--- config.mk ---
export PLATFORM = sky130hd
export DESIGN_NAME = memory_timing_register_file_wp
export DESIGN_NICKNAME = d
export VERILOG_FILES = /design/src/rtl/mtrf_pkg.sv /design/src/rtl/mtrf_regs.sv /design/src/rtl/memory_timing_register_file_wp.sv
export VERILOG_INCLUDE_DIRS = /design/src /design/src/rtl
export SDC_FILE = /design/constraint.sdc
export NUM_CORES = 1
export LEC_CHECK = 0
export ABC_AREA = 0
export BUFFER_PORTS_ARGS = -buffer_cell sky130_fd_sc_hd__buf_2
export CAP_MARGIN = 0
export CORE_ASPECT_RATIO = 0.5
export CORE_MARGIN = 1.5
export CORE_UTILIZATION = 50
export DETAILED_ROUTE_END_ITERATION = 12
export PLACE_DENSITY = 0.66
export SETUP_SLACK_MARGIN = 0.3
export SLEW_MARGIN = 20
export SYNTH_ARGS = -nofsm -noshare
export SYNTH_HDL_FRONTEND = slang
export SYNTH_HIERARCHICAL = 1
export SYNTH_SLANG_ARGS = --single-unit
--- constraint.sdc ---
create_clock -name clk_i -period 3.7 [get_ports clk_i]
set_input_delay 0.37 -clock clk_i [delete_from_list [all_inputs] [get_ports clk_i]]
set_output_delay 0.37 -clock clk_i [all_outputs]
set_load 0.05 [all_outputs]
--- src/rtl/memory_timing_register_file_wp_macros.svh ---
// ----------------------------------------------------------------------------
// Assertion macros for the memory timing register file
// Clocked assertion helpers, removed as a whole when ASSERT_OFF is defined.
// ----------------------------------------------------------------------------
`ifndef MEMORY_TIMING_REGISTER_FILE_WP_MACROS_SVH
`define MEMORY_TIMING_REGISTER_FILE_WP_MACROS_SVH

`ifndef ASSERT_OFF

// Property checked at every rising edge, suspended while reset is asserted.
`define MTRF_ASSERT(lbl, clk, rstn, prop, msg) \
  lbl: assert property (@(posedge clk) disable iff (!(rstn)) prop) else $error(msg);

// Property checked at every rising edge, also during reset.
`define MTRF_ASSERT_ALWAYS(lbl, clk, prop, msg) \
  lbl: assert property (@(posedge clk) prop) else $error(msg);

`else

`define MTRF_ASSERT(lbl, clk, rstn, prop, msg)
`define MTRF_ASSERT_ALWAYS(lbl, clk, prop, msg)

`endif

`endif

--- src/rtl/mtrf_pkg.sv ---
// ----------------------------------------------------------------------------
// mtrf_pkg
// Types, register offsets, masks and reset values of the timing register file.
// ----------------------------------------------------------------------------
`default_nettype none

package mtrf_pkg;

  // Number of chip selects, each owning four timing words.
  localparam int ChipSelects = 6;
  localparam int CsW = (ChipSelects > 1) ? $clog2(ChipSelects) : 1;
  localparam int TimingEnd = ChipSelects * 16;

  // Access kinds.
  localparam logic ModeRead  = 1'b0;
  localparam logic ModeWrite = 1'b1;

  // Timing word select within a chip select.
  localparam logic [1:0] WordSetup = 2'd0;
  localparam logic [1:0] WordPulse = 2'd1;
  localparam logic [1:0] WordCycle = 2'd2;
  localparam logic [1:0] WordMode  = 2'd3;

  // Fixed register offsets.
  localparam logic [7:0] OffScramble = 8'h80;
  localparam logic [7:0] OffKeyA     = 8'h84;
  localparam logic [7:0] OffKeyB     = 8'h88;
  localparam logic [7:0] OffIrqEn    = 8'h90;
  localparam logic [7:0] OffProtMode = 8'he4;
  localparam logic [7:0] OffProtStat = 8'he8;

  // Write masks.
  localparam logic [31:0] MaskSetup    = 32'h3f3f3f3f;
  localparam logic [31:0] MaskPulse    = 32'h7f7f7f7f;
  localparam logic [31:0] MaskCycle    = 32'h01ff01ff;
  localparam logic [31:0] MaskMode     = 32'h311f3133;
  localparam logic [31:0] MaskScramble = 32'h00000711;
  localparam logic [31:0] ProtKey      = 32'h534d4300;
  localparam logic [31:0] ProtKeyMask  = 32'hffffff00;

  // Reset values of the timing words.
  localparam logic [31:0] RstSetup = 32'h01010101;
  localparam logic [31:0] RstPulse = 32'h01010101;
  localparam logic [31:0] RstCycle = 32'h00030003;
  localparam logic [31:0] RstMode  = 32'h10001000;

  // Stored widths.
  localparam int SetupW    = 30;
  localparam int PulseW    = 31;
  localparam int CycleW    = 25;
  localparam int ModeW     = 30;
  localparam int ScrambleW = 11;
  localparam int StatusW   = 26;

  // Protect status layout.
  localparam int StViol    = 0;
  localparam int StSeq     = 2;
  localparam int StSwe     = 3;
  localparam int StSrcLo   = 8;
  localparam int StTypeLo  = 24;

  // Software error types.
  localparam logic [1:0] ErrKeyRead  = 2'd0;
  localparam logic [1:0] ErrReadOnly = 2'd1;
  localparam logic [1:0] ErrUndef    = 2'd2;

  typedef struct packed {
    logic        mode;
    logic [7:0]  byte_offset;
    logic [31:0] write_data;
  } req_t;

  typedef struct packed {
    logic [31:0] read_data;
    logic        irq_level;
  } rsp_t;

endpackage

`default_nettype wire

--- src/rtl/mtrf_regs.sv ---
// ----------------------------------------------------------------------------
// mtrf_regs
// Register storage with access decode, write protection and status logging.
// ----------------------------------------------------------------------------
`default_nettype none

`include "memory_timing_register_file_wp_macros.svh"

module mtrf_regs (
  input  wire logic          clk_i,
  input  wire logic          rst_ni,
  input  wire logic          req_valid_i,
  input  wire mtrf_pkg::req_t req_i,
  output mtrf_pkg::rsp_t     rsp_o
);

  logic [mtrf_pkg::SetupW-1:0] setup_q [mtrf_pkg::ChipSelects];
  logic [mtrf_pkg::PulseW-1:0] pulse_q [mtrf_pkg::ChipSelects];
  logic [mtrf_pkg::CycleW-1:0] cycle_q [mtrf_pkg::ChipSelects];
  logic [mtrf_pkg::ModeW-1:0]  bmode_q [mtrf_pkg::ChipSelects];

  logic [mtrf_pkg::ScrambleW-1:0] scramble_q, scramble_d;
  logic                           irq_en_q, irq_en_d;
  logic                           prot_en_q, prot_en_d;
  logic [mtrf_pkg::StatusW-1:0]   status_q, status_d;

  logic                       is_timing;
  logic [mtrf_pkg::CsW-1:0]   cs;
  logic [1:0]                 word;
  logic                       timing_we;
  logic [31:0]                rdata;
  logic                       blocked;
  logic                       sw_err;
  logic [1:0]                 sw_type;

  assign is_timing = ({1'b0, req_i.byte_offset} < 9'(mtrf_pkg::TimingEnd));
  assign cs        = req_i.byte_offset[4 +: mtrf_pkg::CsW];
  assign word      = req_i.byte_offset[3:2];

  always_comb begin
    scramble_d = scramble_q;
    irq_en_d   = irq_en_q;
    prot_en_d  = prot_en_q;
    status_d   = status_q;
    rdata      = '0;
    timing_we  = 1'b0;
    blocked    = 1'b0;
    sw_err     = 1'b0;
    sw_type    = mtrf_pkg::ErrUndef;

    if (req_valid_i) begin
      if (is_timing) begin
        if (req_i.mode == mtrf_pkg::ModeRead) begin
          case (word)
            mtrf_pkg::WordSetup: rdata = 32'(setup_q[cs]);
            mtrf_pkg::WordPulse: rdata = 32'(pulse_q[cs]);
            mtrf_pkg::WordCycle: rdata = 32'(cycle_q[cs]);
            default:             rdata = 32'(bmode_q[cs]);
          endcase
        end else if (prot_en_q) begin
          blocked = 1'b1;
        end else begin
          timing_we = 1'b1;
        end
      end else if (req_i.mode == mtrf_pkg::ModeRead) begin
        case (req_i.byte_offset)
          mtrf_pkg::OffScramble: rdata = 32'(scramble_q);
          mtrf_pkg::OffKeyA,
          mtrf_pkg::OffKeyB: begin
            sw_err  = 1'b1;
            sw_type = mtrf_pkg::ErrKeyRead;
          end
          mtrf_pkg::OffIrqEn:    rdata = 32'(irq_en_q);
          mtrf_pkg::OffProtMode: rdata = 32'(prot_en_q);
          mtrf_pkg::OffProtStat: begin
            rdata    = 32'(status_q);
            status_d = '0;
          end
          default: sw_err = 1'b1;
        endcase
      end else begin
        case (req_i.byte_offset)
          mtrf_pkg::OffScramble: begin
            scramble_d = req_i.write_data[mtrf_pkg::ScrambleW-1:0]
                       & mtrf_pkg::MaskScramble[mtrf_pkg::ScrambleW-1:0];
          end
          mtrf_pkg::OffKeyA,
          mtrf_pkg::OffKeyB: begin
            // Key storage is write-only and has no visible effect.
          end
          mtrf_pkg::OffIrqEn: begin
            if (prot_en_q) begin
              blocked = 1'b1;
            end else begin
              irq_en_d = req_i.write_data[0];
            end
          end
          mtrf_pkg::OffProtMode: begin
            if ((req_i.write_data & mtrf_pkg::ProtKeyMask) == mtrf_pkg::ProtKey) begin
              prot_en_d = req_i.write_data[0];
            end
          end
          mtrf_pkg::OffProtStat: begin
            sw_err  = 1'b1;
            sw_type = mtrf_pkg::ErrReadOnly;
          end
          default: sw_err = 1'b1;
        endcase
      end

      // The first violation keeps its source offset until status is read.
      if (blocked && !status_q[mtrf_pkg::StViol]) begin
        status_d[mtrf_pkg::StViol]            = 1'b1;
        status_d[mtrf_pkg::StSrcLo +: 16]     = {8'h00, req_i.byte_offset};
      end
      if (sw_err) begin
        if (!status_q[mtrf_pkg::StViol]) begin
          status_d[mtrf_pkg::StSrcLo +: 16] = {8'h00, req_i.byte_offset};
        end
        status_d[mtrf_pkg::StTypeLo +: 2] = sw_type;
        status_d[mtrf_pkg::StSwe]         = 1'b1;
      end
    end
  end

  assign rsp_o.read_data = rdata;
  assign rsp_o.irq_level = irq_en_d & (status_d[mtrf_pkg::StViol] | status_d[mtrf_pkg::StSeq]
                                      | status_d[mtrf_pkg::StSwe]);

  always_ff @(posedge clk_i or negedge rst_ni) begin
    if (!rst_ni) begin
      for (int i = 0; i < mtrf_pkg::ChipSelects; i++) begin
        setup_q[i] <= mtrf_pkg::RstSetup[mtrf_pkg::SetupW-1:0];
        pulse_q[i] <= mtrf_pkg::RstPulse[mtrf_pkg::PulseW-1:0];
        cycle_q[i] <= mtrf_pkg::RstCycle[mtrf_pkg::CycleW-1:0];
        bmode_q[i] <= mtrf_pkg::RstMode[mtrf_pkg::ModeW-1:0];
      end
      scramble_q <= '0;
      irq_en_q   <= 1'b0;
      prot_en_q  <= 1'b0;
      status_q   <= '0;
    end else begin
      if (timing_we) begin
        case (word)
          mtrf_pkg::WordSetup: setup_q[cs] <= req_i.write_data[mtrf_pkg::SetupW-1:0]
                                & mtrf_pkg::MaskSetup[mtrf_pkg::SetupW-1:0];
          mtrf_pkg::WordPulse: pulse_q[cs] <= req_i.write_data[mtrf_pkg::PulseW-1:0]
                                & mtrf_pkg::MaskPulse[mtrf_pkg::PulseW-1:0];
          mtrf_pkg::WordCycle: cycle_q[cs] <= req_i.write_data[mtrf_pkg::CycleW-1:0]
                                & mtrf_pkg::MaskCycle[mtrf_pkg::CycleW-1:0];
          default:             bmode_q[cs] <= req_i.write_data[mtrf_pkg::ModeW-1:0]
                                & mtrf_pkg::MaskMode[mtrf_pkg::ModeW-1:0];
        endcase
      end
      scramble_q <= scramble_d;
      irq_en_q   <= irq_en_d;
      prot_en_q  <= prot_en_d;
      status_q   <= status_d;
    end
  end

  `MTRF_ASSERT(a_stat_read_clears, clk_i, rst_ni, (req_valid_i && req_i.mode == mtrf_pkg::ModeRead && req_i.byte_offset == mtrf_pkg::OffProtStat) |=> (status_q == '0), "status not cleared by read")
  `MTRF_ASSERT(a_seq_bit_zero, clk_i, rst_ni, !status_q[mtrf_pkg::StSeq], "sequence error bit set")
  `MTRF_ASSERT(a_irq_en_protected, clk_i, rst_ni, (req_valid_i && req_i.mode == mtrf_pkg::ModeWrite && req_i.byte_offset == mtrf_pkg::OffIrqEn && prot_en_q) |=> $stable(irq_en_q), "protected interrupt enable changed")
  `MTRF_ASSERT(a_viol_src_sticky, clk_i, rst_ni, (status_q[mtrf_pkg::StViol] && !(req_valid_i && req_i.mode == mtrf_pkg::ModeRead && req_i.byte_offset == mtrf_pkg::OffProtStat)) |=> $stable(status_q[23:8]), "violation source overwritten")

endmodule

`default_nettype wire

--- src/rtl/memory_timing_register_file_wp.sv ---
// ----------------------------------------------------------------------------
// memory_timing_register_file_wp
// Register block of a static memory controller with keyed write protection.
// ----------------------------------------------------------------------------
// One bus request is taken at each rising edge where start is high and busy
// is low, and the block can take a new request in every cycle, so a stream of
// back-to-back accesses runs at one request per clock. Each request produces
// exactly one response, shown on rsp_o for a single cycle with rsp_valid_o
// high, after the request was taken: the request is captured in an
// input register, decoded and applied to the register state in the next
// cycle, and the response is captured in an output register. The receiver
// cannot stall the response, so it must take it in the cycle it appears.
// Busy is set by reset and cleared by the clock once reset is released; after that
// it stays low. Requests are applied strictly in order, so a read that
// follows a write sees the written value. Reading the protect status word
// returns it and clears it; the irq_level of every response is the interrupt enable
// ANDed with the OR of the violation, sequence and software error flags after the access.
// ----------------------------------------------------------------------------
`default_nettype none

`include "memory_timing_register_file_wp_macros.svh"

module memory_timing_register_file_wp (
  input  wire logic           clk_i,
  input  wire logic           rst_ni,
  input  wire logic           start,
  output logic                busy,
  input  wire mtrf_pkg::req_t req_i,
  output logic                rsp_valid_o,
  output mtrf_pkg::rsp_t      rsp_o
);

  // Busy holds off requests only while the block comes out of reset.
  logic busy_q;

  // Input stage: the request being decoded in this cycle.
  logic           req_valid_q, req_valid_d;
  mtrf_pkg::req_t req_q;

  // Output stage: the response shown to the receiver.
  logic           rsp_valid_q;
  mtrf_pkg::rsp_t rsp_q, rsp_d;

  assign req_valid_d = start & ~busy_q;

  always_ff @(posedge clk_i or negedge rst_ni) begin
    if (!rst_ni) begin
      busy_q      <= 1'b1;
      req_valid_q <= 1'b0;
      rsp_valid_q <= 1'b0;
    end else begin
      busy_q      <= 1'b0;
      req_valid_q <= req_valid_d;
      rsp_valid_q <= req_valid_q;
    end
  end

  // Payload registers need no reset; the valid flags qualify them.
  always_ff @(posedge clk_i) begin
    if (req_valid_d) begin
      req_q <= req_i;
    end
    if (req_valid_q) begin
      rsp_q <= rsp_d;
    end
  end

  // The register file applies the request and forms its response in the
  // same cycle, so the state seen by the next request is already updated.
  mtrf_regs u_regs (
    .clk_i       (clk_i),
    .rst_ni      (rst_ni),
    .req_valid_i (req_valid_q),
    .req_i       (req_q),
    .rsp_o       (rsp_d)
  );

  assign busy        = busy_q;
  assign rsp_valid_o = rsp_valid_q;
  assign rsp_o       = rsp_q;

  `MTRF_ASSERT(a_rsp_follows_req, clk_i, rst_ni, (start && !busy) |=> ##1 rsp_valid_o, "response missing two cycles after request")
  `MTRF_ASSERT(a_rsp_has_req, clk_i, rst_ni, rsp_valid_o |-> $past(start && !busy, 2), "response without request")
  `MTRF_ASSERT(a_no_rsp_while_busy, clk_i, rst_ni, busy |-> !rsp_valid_o, "response while coming out of reset")

endmodule

`default_nettype wire

==> results of run 1 <==
-- per-layer routing --
layer	vias to the layer above	track usage [%]	routed length, µm
li1	7090	-	-
met1	9038	41.9	35300
met2	528	40.0	33000
met3	107	4.50	4610
met5	-	0	0
met4	0	5.80	1390
-- synth_stat cells (3+ instances only) --
master and n:
a2111oi_0 5, a211oi_1 5, a21o_1 4, a21oi_1 45, a221oi_1 3, a22o_1 5, a22oi_1 11, a31oi_1 8
and2_1 3, and3_1 14, buf_1 7, buf_2 25, buf_4 43, buf_6 4, clkbuf_1 62, dfrtp_1 456
dfstp_2 85, edfxtp_1 74, inv_1 8, mux2_2 525, mux2i_1 93, mux4_2 88, nand2_1 58, nand2_2 3
nand2b_1 5, nand3_1 11, nor2_1 36, nor2_2 12, nor2b_1 7, nor3_1 20, nor3_2 4, nor3_4 5
nor4_1 5, nor4b_1 3, o211ai_1 5, o21ai_0 47, o221ai_1 4, o22ai_1 12, o32ai_1 3
-- cell families (layout without fill, tap and decap cells) --
logic type | Yosys count | after routing | synth area share (%)
AOI/OAI and AO/OA | 170 | 170 | 3.86
buffers and inverters | 150 | 329 | 2.84
DFF | 615 | 615 | 57.4
muxes | 706 | 706 | 32.0
other | 2 | 2 | 0.0272
and+or+nand+nor | 196 | 196 | 3.87
-- cells in the final DEF (no fill, tap or decap), drive strengths merged, types with 47 or more instances in the layout --
master	count
buf	175
dfrtp	456
mux2	525
nand2	61
nor2	48
o21ai	47
mux4	88
mux2i	93
clkbuf	77
dfstp	85
edfxtp	74
-- final cells by class --
type,instances,share of cell area [%]
sequential,615,50.6
tap,744,2.97
inverter,9,0.108
clock inverter,26,0.738
timing repair buffer,217,5.38
clock buffer,77,5.08
multi-input combinational,1074,35.1
-- through the flow --
| stage | hold slack, ns | std cells | power, mW |
|---|---|---|---|
| 2_1_floorplan | 0.0744 | 1839 | 7.82 |
| 3_3_place_gp | 0.467 | 2617 | 8.21 |
| 5_1_grt | 0.225 | 2762 | 14.5 |
| 3_5_place_dp | 0.486 | 2617 | 8.23 |
| 4_1_cts | 0.211 | 2762 | 14.1 |
| 6_report | 0.225 | 2762 | 14.0 |
-- where the power goes --
part	switching, mW	internal (mW)	leakage, nW	total [mW]
combinational	0.501	0.373	5.55	0.874
sequential	0.176	7.09	7.87	7.27
clock	2.58	3.28	0.891	5.85
-- worst max-delay path: cells and delay by family (launching register included) --
family | cells | cell delay (ns)
DFF | 1 | 0.54
AOI/OAI and AO/OA | 3 | 1.13
and+or+nand+nor | 1 | 0.70
buffers and inverters | 1 | 0.30
-- repair_timing --
action                                 in CTS  in global routing
endpoints found under the hold margin     110                  0
hold buffers                               42                  0
gates resized for setup                     0                  0
-- flip-flops by register name, indices dropped and copies added, names as in the netlist, 5 cells and up --
register and flops:
req_q 41, rsp_o 33, u_regs/bmode_q 90, u_regs/cycle_q 108, u_regs/pulse_q 168, u_regs/scramble_q 5, u_regs/setup_q 144, u_regs/status_q 21
-- final timing paths --
path	cells after the start	endpoint	slack, ns
worst min-delay path	2	req_q[17]	0.23
min in group asynchronous	2	u_regs/setup_q[141]	0.42
worst max register to register	5	rsp_o[5]	0.68
max in group asynchronous	3	u_regs/cycle_q[100]	2.33
worst max-delay path	5	rsp_o[5]	0.68
worst min register to register	1	u_regs/bmode_q[90]	0.50
==> impl_metrics.tcl, run 1 <==
set metrics [dict create \
    status "completed" \
    synth_area_leaders "dfrtp_1 41%, mux2_2 21%, dfstp_2 8.1%" \
    ys_ff_latch 615 \
    finish.instance_area_um2 31300 \
    post_cts_buffers 0 \
    synth_cell_types 61 \
    clk_pin_slew_ns 0.07 \
    fin_crit_sh_pct 81.7 \
    maxCapViolCount 0 \
    slew_viol_final 0 \
    fin_worst_skew_ns 0.0175 \
    die_w_um 335 \
    crit_start "req_q[37]" \
    fin_setup_tns_ns 0 \
    slew_headroom_pct 37.6 \
    synth_fp_nets 1883 \
    place_ws_ns 0.794 \
    fillers 4261 \
    die_y_um 169 \
    ys.flop_type "dfrtp_1" \
    min-delay-start "start" \
    syn_area_per_cell_um2 15.0 \
    via_per_inst 6.07 \
    row_count 60 \
    worstSkewPairLatency_ns 0.61 \
    grt_max_degree 93 \
    drc 0 \
    dieArea_um2 56700 \
    antenna_found_initial 0 \
    drtIter0Drc 1545 \
    cts_root_buf "clkbuf_16" \
    num_vias 16800 \
    fin_ws_ns 0.678 \
    seqCellArea_um2 15900 \
    multi_input_area_um2 11000 \
    antenna_left 0 \
    critPathLaunchType "flop" \
    ir_drop_mv 0.353 \
    wl_um 74300 \
    critical_path.endpoint_type "flop" \
    drt-pass1-iter-count 5 \
    final_hold_viol_count 0 \
    place.gp.congestion 0.933 \
    initial_utilization_pct 51.0 \
    dp_hpwl_um 47600 \
    cp_data_required_time_ns 3.98 \
    critPathMaxFanout 60 \
    clock_sinks 615 \
    syn-instance-count 1839 \
    fmax_mhz 331 \
    htree_levels 2 \
    synth.top_cell.area_share_pct 41.3 \
    core-area_um2 54100 \
    cts_buffers 55 \
    worstPathCellList "buf_12 > or3_1 > o221ai_1 > a221oi_1 > a2111oi_0" \
    critPathMaxStageDelay_ns 0.76 \
    cts_buffer_depth 3 \
    drive_above_1_share_pct 49.2 \
    rsz0062_at_grt "no" \
    synth_edf_count 74 \
    syn_area_um2 27600 \
    grt_pass1_wl_um 114000 \
    yosys_warnings 6 \
    area_growth_pct 13.5 \
    p_leak_nw 14.3 \
    min_path_type "in2reg" \
    routedWlPerCell_um 26.9 \
    n_antenna_cell 0 \
    cp.arrival_ns 3.30 \
    yosysSeqAreaShare_pct 57.4 \
    worst_r2r_startpoint "req_q[37]" \
    dpl_cell_area_um2 29100 \
    yosysTopAreaCell "dfrtp_1" \
    grt_pass1_vias 17200 \
    io_buffers 78 \
    powerDensity_nw_per_um2 446 \
    finalCoreUtilization_pct 57.9 \
    min_period_ns 3.02 \
    fin_nets 2016 \
    grt_overflow 0 \
    critPathKind "reg2reg" \
    ios 79 \
    finalSetupViolations 0 \
    max_slew.worst_pin.slew_ns 0.935 \
    async_flop_share_pct 88.0 \
    crit_slowest_cell "a2111oi_0" \
    track_usage_pct 27.0 \
    cts_tree "built" \
]
Note: power is estimated with default switching activity, not from simulation.
==> run 2, diff against run 1 <==
--- a/config.mk
+++ b/config.mk
@@ -13,7 +13,7 @@
 export CORE_MARGIN = 1.5
 export CORE_UTILIZATION = 50
 export DETAILED_ROUTE_END_ITERATION = 12
-export PLACE_DENSITY = 0.66
+export PLACE_DENSITY = 0.69
 export SETUP_SLACK_MARGIN = 0.3
 export SLEW_MARGIN = 20
 export SYNTH_ARGS = -nofsm -noshare
==> constraint.sdc (replaced) <==
create_clock -name clk_i -period 2.4 [get_ports clk_i]
set_input_delay 0.24 -clock clk_i [delete_from_list [all_inputs] [get_ports clk_i]]
set_output_delay 0.24 -clock clk_i [all_outputs]
set_load 0.05 [all_outputs]
==> impl_metrics.tcl, run 2 (same netlist as run 1, synthesis figures left out) <==
set metrics [dict create \
    critPathLaunchType "flop" \
    clk_pin_slew_ns 0.08 \
    grtUsageMet1_pct 43.3 \
    fin_worst_skew_ns 0.0251 \
    via_per_inst 6.24 \
    max_slew.worst_pin.slew_ns 0.842 \
    top_usage_layer "met1" \
    cp_data_required_time_ns 2.88 \
    drive_above_1_share_pct 56.0 \
    fmax_mhz 422 \
    status "completed" \
    worstSkewPairLatency_ns 0.62 \
    switchingPower_mw 5.11 \
    slew_viol_final 0 \
    hold_slack_ns 0.176 \
    dp.cells 2701 \
    ios 79 \
    finalSetupViolations 0 \
    reg_top3 "u_regs/pulse_q x168, u_regs/setup_q x144, u_regs/cycle_q x108" \
    met3_usage_pct 5.91 \
    final_common_cell "dfrtp_1" \
    finalCoreUtilization_pct 65.1 \
    wl_um 86900 \
    io_buffers 78 \
    cp.arrival_ns 2.85 \
    drc 0 \
    final_hold_viol_count 0 \
    reg2regPathDepth 10 \
    ir_drop_mv 0.487 \
    slew_headroom_pct 43.9 \
    die_w_um 335 \
    critical_path.endpoint_type "flop" \
    p_leak_nw 15.9 \
    fin_crit_sh_pct 98.7 \
    p_clk_share_pct 40.0 \
    antenna_left 0 \
    fin_nets 2206 \
    grt_max_degree 76 \
    drt-pass1-iter-count 5 \
    fin_ws_ns 0.0304 \
    dp_hpwl_um 49400 \
    grt.met2_usage_pct 42.4 \
    area_growth_pct 27.5 \
    die_y_um 169 \
    fin_setup_tns_ns 0 \
    critPathMaxFanout 9 \
    rsz0062_at_grt "yes" \
    p_int_mw 16.4 \
    share_seq_of_total_power_pct 52.0 \
    grt_pass1_vias 18200 \
    cts_root_buf "clkbuf_16" \
    htree_levels 2 \
    grt_pass1_wl_um 120000 \
    place_ws_ns 0.00557 \
    critPathKind "reg2reg" \
    final_cell_mix "455 x dfrtp_1, 384 x mux2_2, 149 x buf_4" \
    powerDensity_nw_per_um2 610 \
    routedWlPerCell_um 29.4 \
    track_usage_pct 28.9 \
    fin_cells 2953 \
    row_count 60 \
    netSwitchingFraction_pct 23.8 \
    fillers 3699 \
    rr_endpoint "u_regs/cycle_q[73]" \
    cts_tree "built" \
    place.gp.congestion 0.923 \
    dpl_cell_area_um2 30300 \
    drtIter0Drc 1915 \
    cts_buffer_depth 3 \
    cts_buffers 54 \
    dieArea_um2 56700 \
    power_mw 21.5 \
    rrSetupSlack_ns 0.03 \
    comb_power_share_pct 8.0 \
    antenna_found_initial 2 \
    initial_utilization_pct 51.0 \
    clock_sinks 615 \
    num_vias 18400 \
    min_period_ns 2.37 \
    worst_r2r_startpoint "req_q[37]" \
    largest_register "u_regs/pulse_q" \
    min_path_type "in2async" \
    finish.instance_area_um2 35200 \
    grt_overflow 0 \
    largest_reg_flops 168 \
    maxCapViolCount 0 \
    core-area_um2 54100 \
]
[run 2: power by group through the flow]
stage                     Sequential, mW  Combinational [mW]  Clock, mW
final                               11.2                1.72       8.59
after global routing                11.2                1.82       9.09
after CTS                           11.1                1.58       8.68
after detailed placement            11.3                1.44          0
after global placement              11.3                1.41          0
after floorplan                     11.3               0.741          0
[run 2: worst max-delay path, cell delays in order (launching register included)]
cell and delay (ns):
edfxtp_1 0.41, buf_6 0.16, a21o_1 0.19, nor3_4 0.17, buf_6 0.17, buf_6 0.12, nand2_8 0.06, buf_12 0.15
nor2_4 0.22, buf_12 0.21, mux2_2 0.35
[run 2: layer usage]
| metal | up-vias | wire length [µm] |
|---|---|---|
| met5 | - | 13 |
| met4 | 2 | 3010 |
| met3 | 185 | 8730 |
| met2 | 925 | 37600 |
| met1 | 9842 | 37600 |
| li1 | 7484 | - |
[run 2: timing repair]
item / 4_1_cts / 5_1_grt
pin swaps: 12 / 15
endpoints found under the hold margin: 82 / 0
hold buffers: 42 / 0
buffers inserted: 35 / 42
gates resized for setup: 106 / 221
endpoints found under the setup margin: 552 / 519
gates cloned: 13 / 17
[run 2: worst max path at each step]
stage	to	from	depth (start not counted)
floorplan	u_regs/cycle_q[132]	req_q[38]	7
global placement	u_regs/cycle_q[102]	req_q[35]	7
detailed placement	u_regs/cycle_q[103]	req_q[35]	7
CTS	rsp_o[9]	req_q[36]	7
global route	rsp_o[0]	req_q[36]	7
finish	u_regs/cycle_q[73]	req_q[37]	10
[run 2: area by class of cell]
class	instances	area, µm²	area share, %
clock buffer	82	1540	4.37
sequential	615	15900	45.1
antenna	2	5.00	0.0142
tap	744	931	2.64
inverter	9	45.0	0.128
multi-input combinational	1074	12000	34.2
timing repair buffer	408	4640	13.2
clock inverter	19	151	0.430
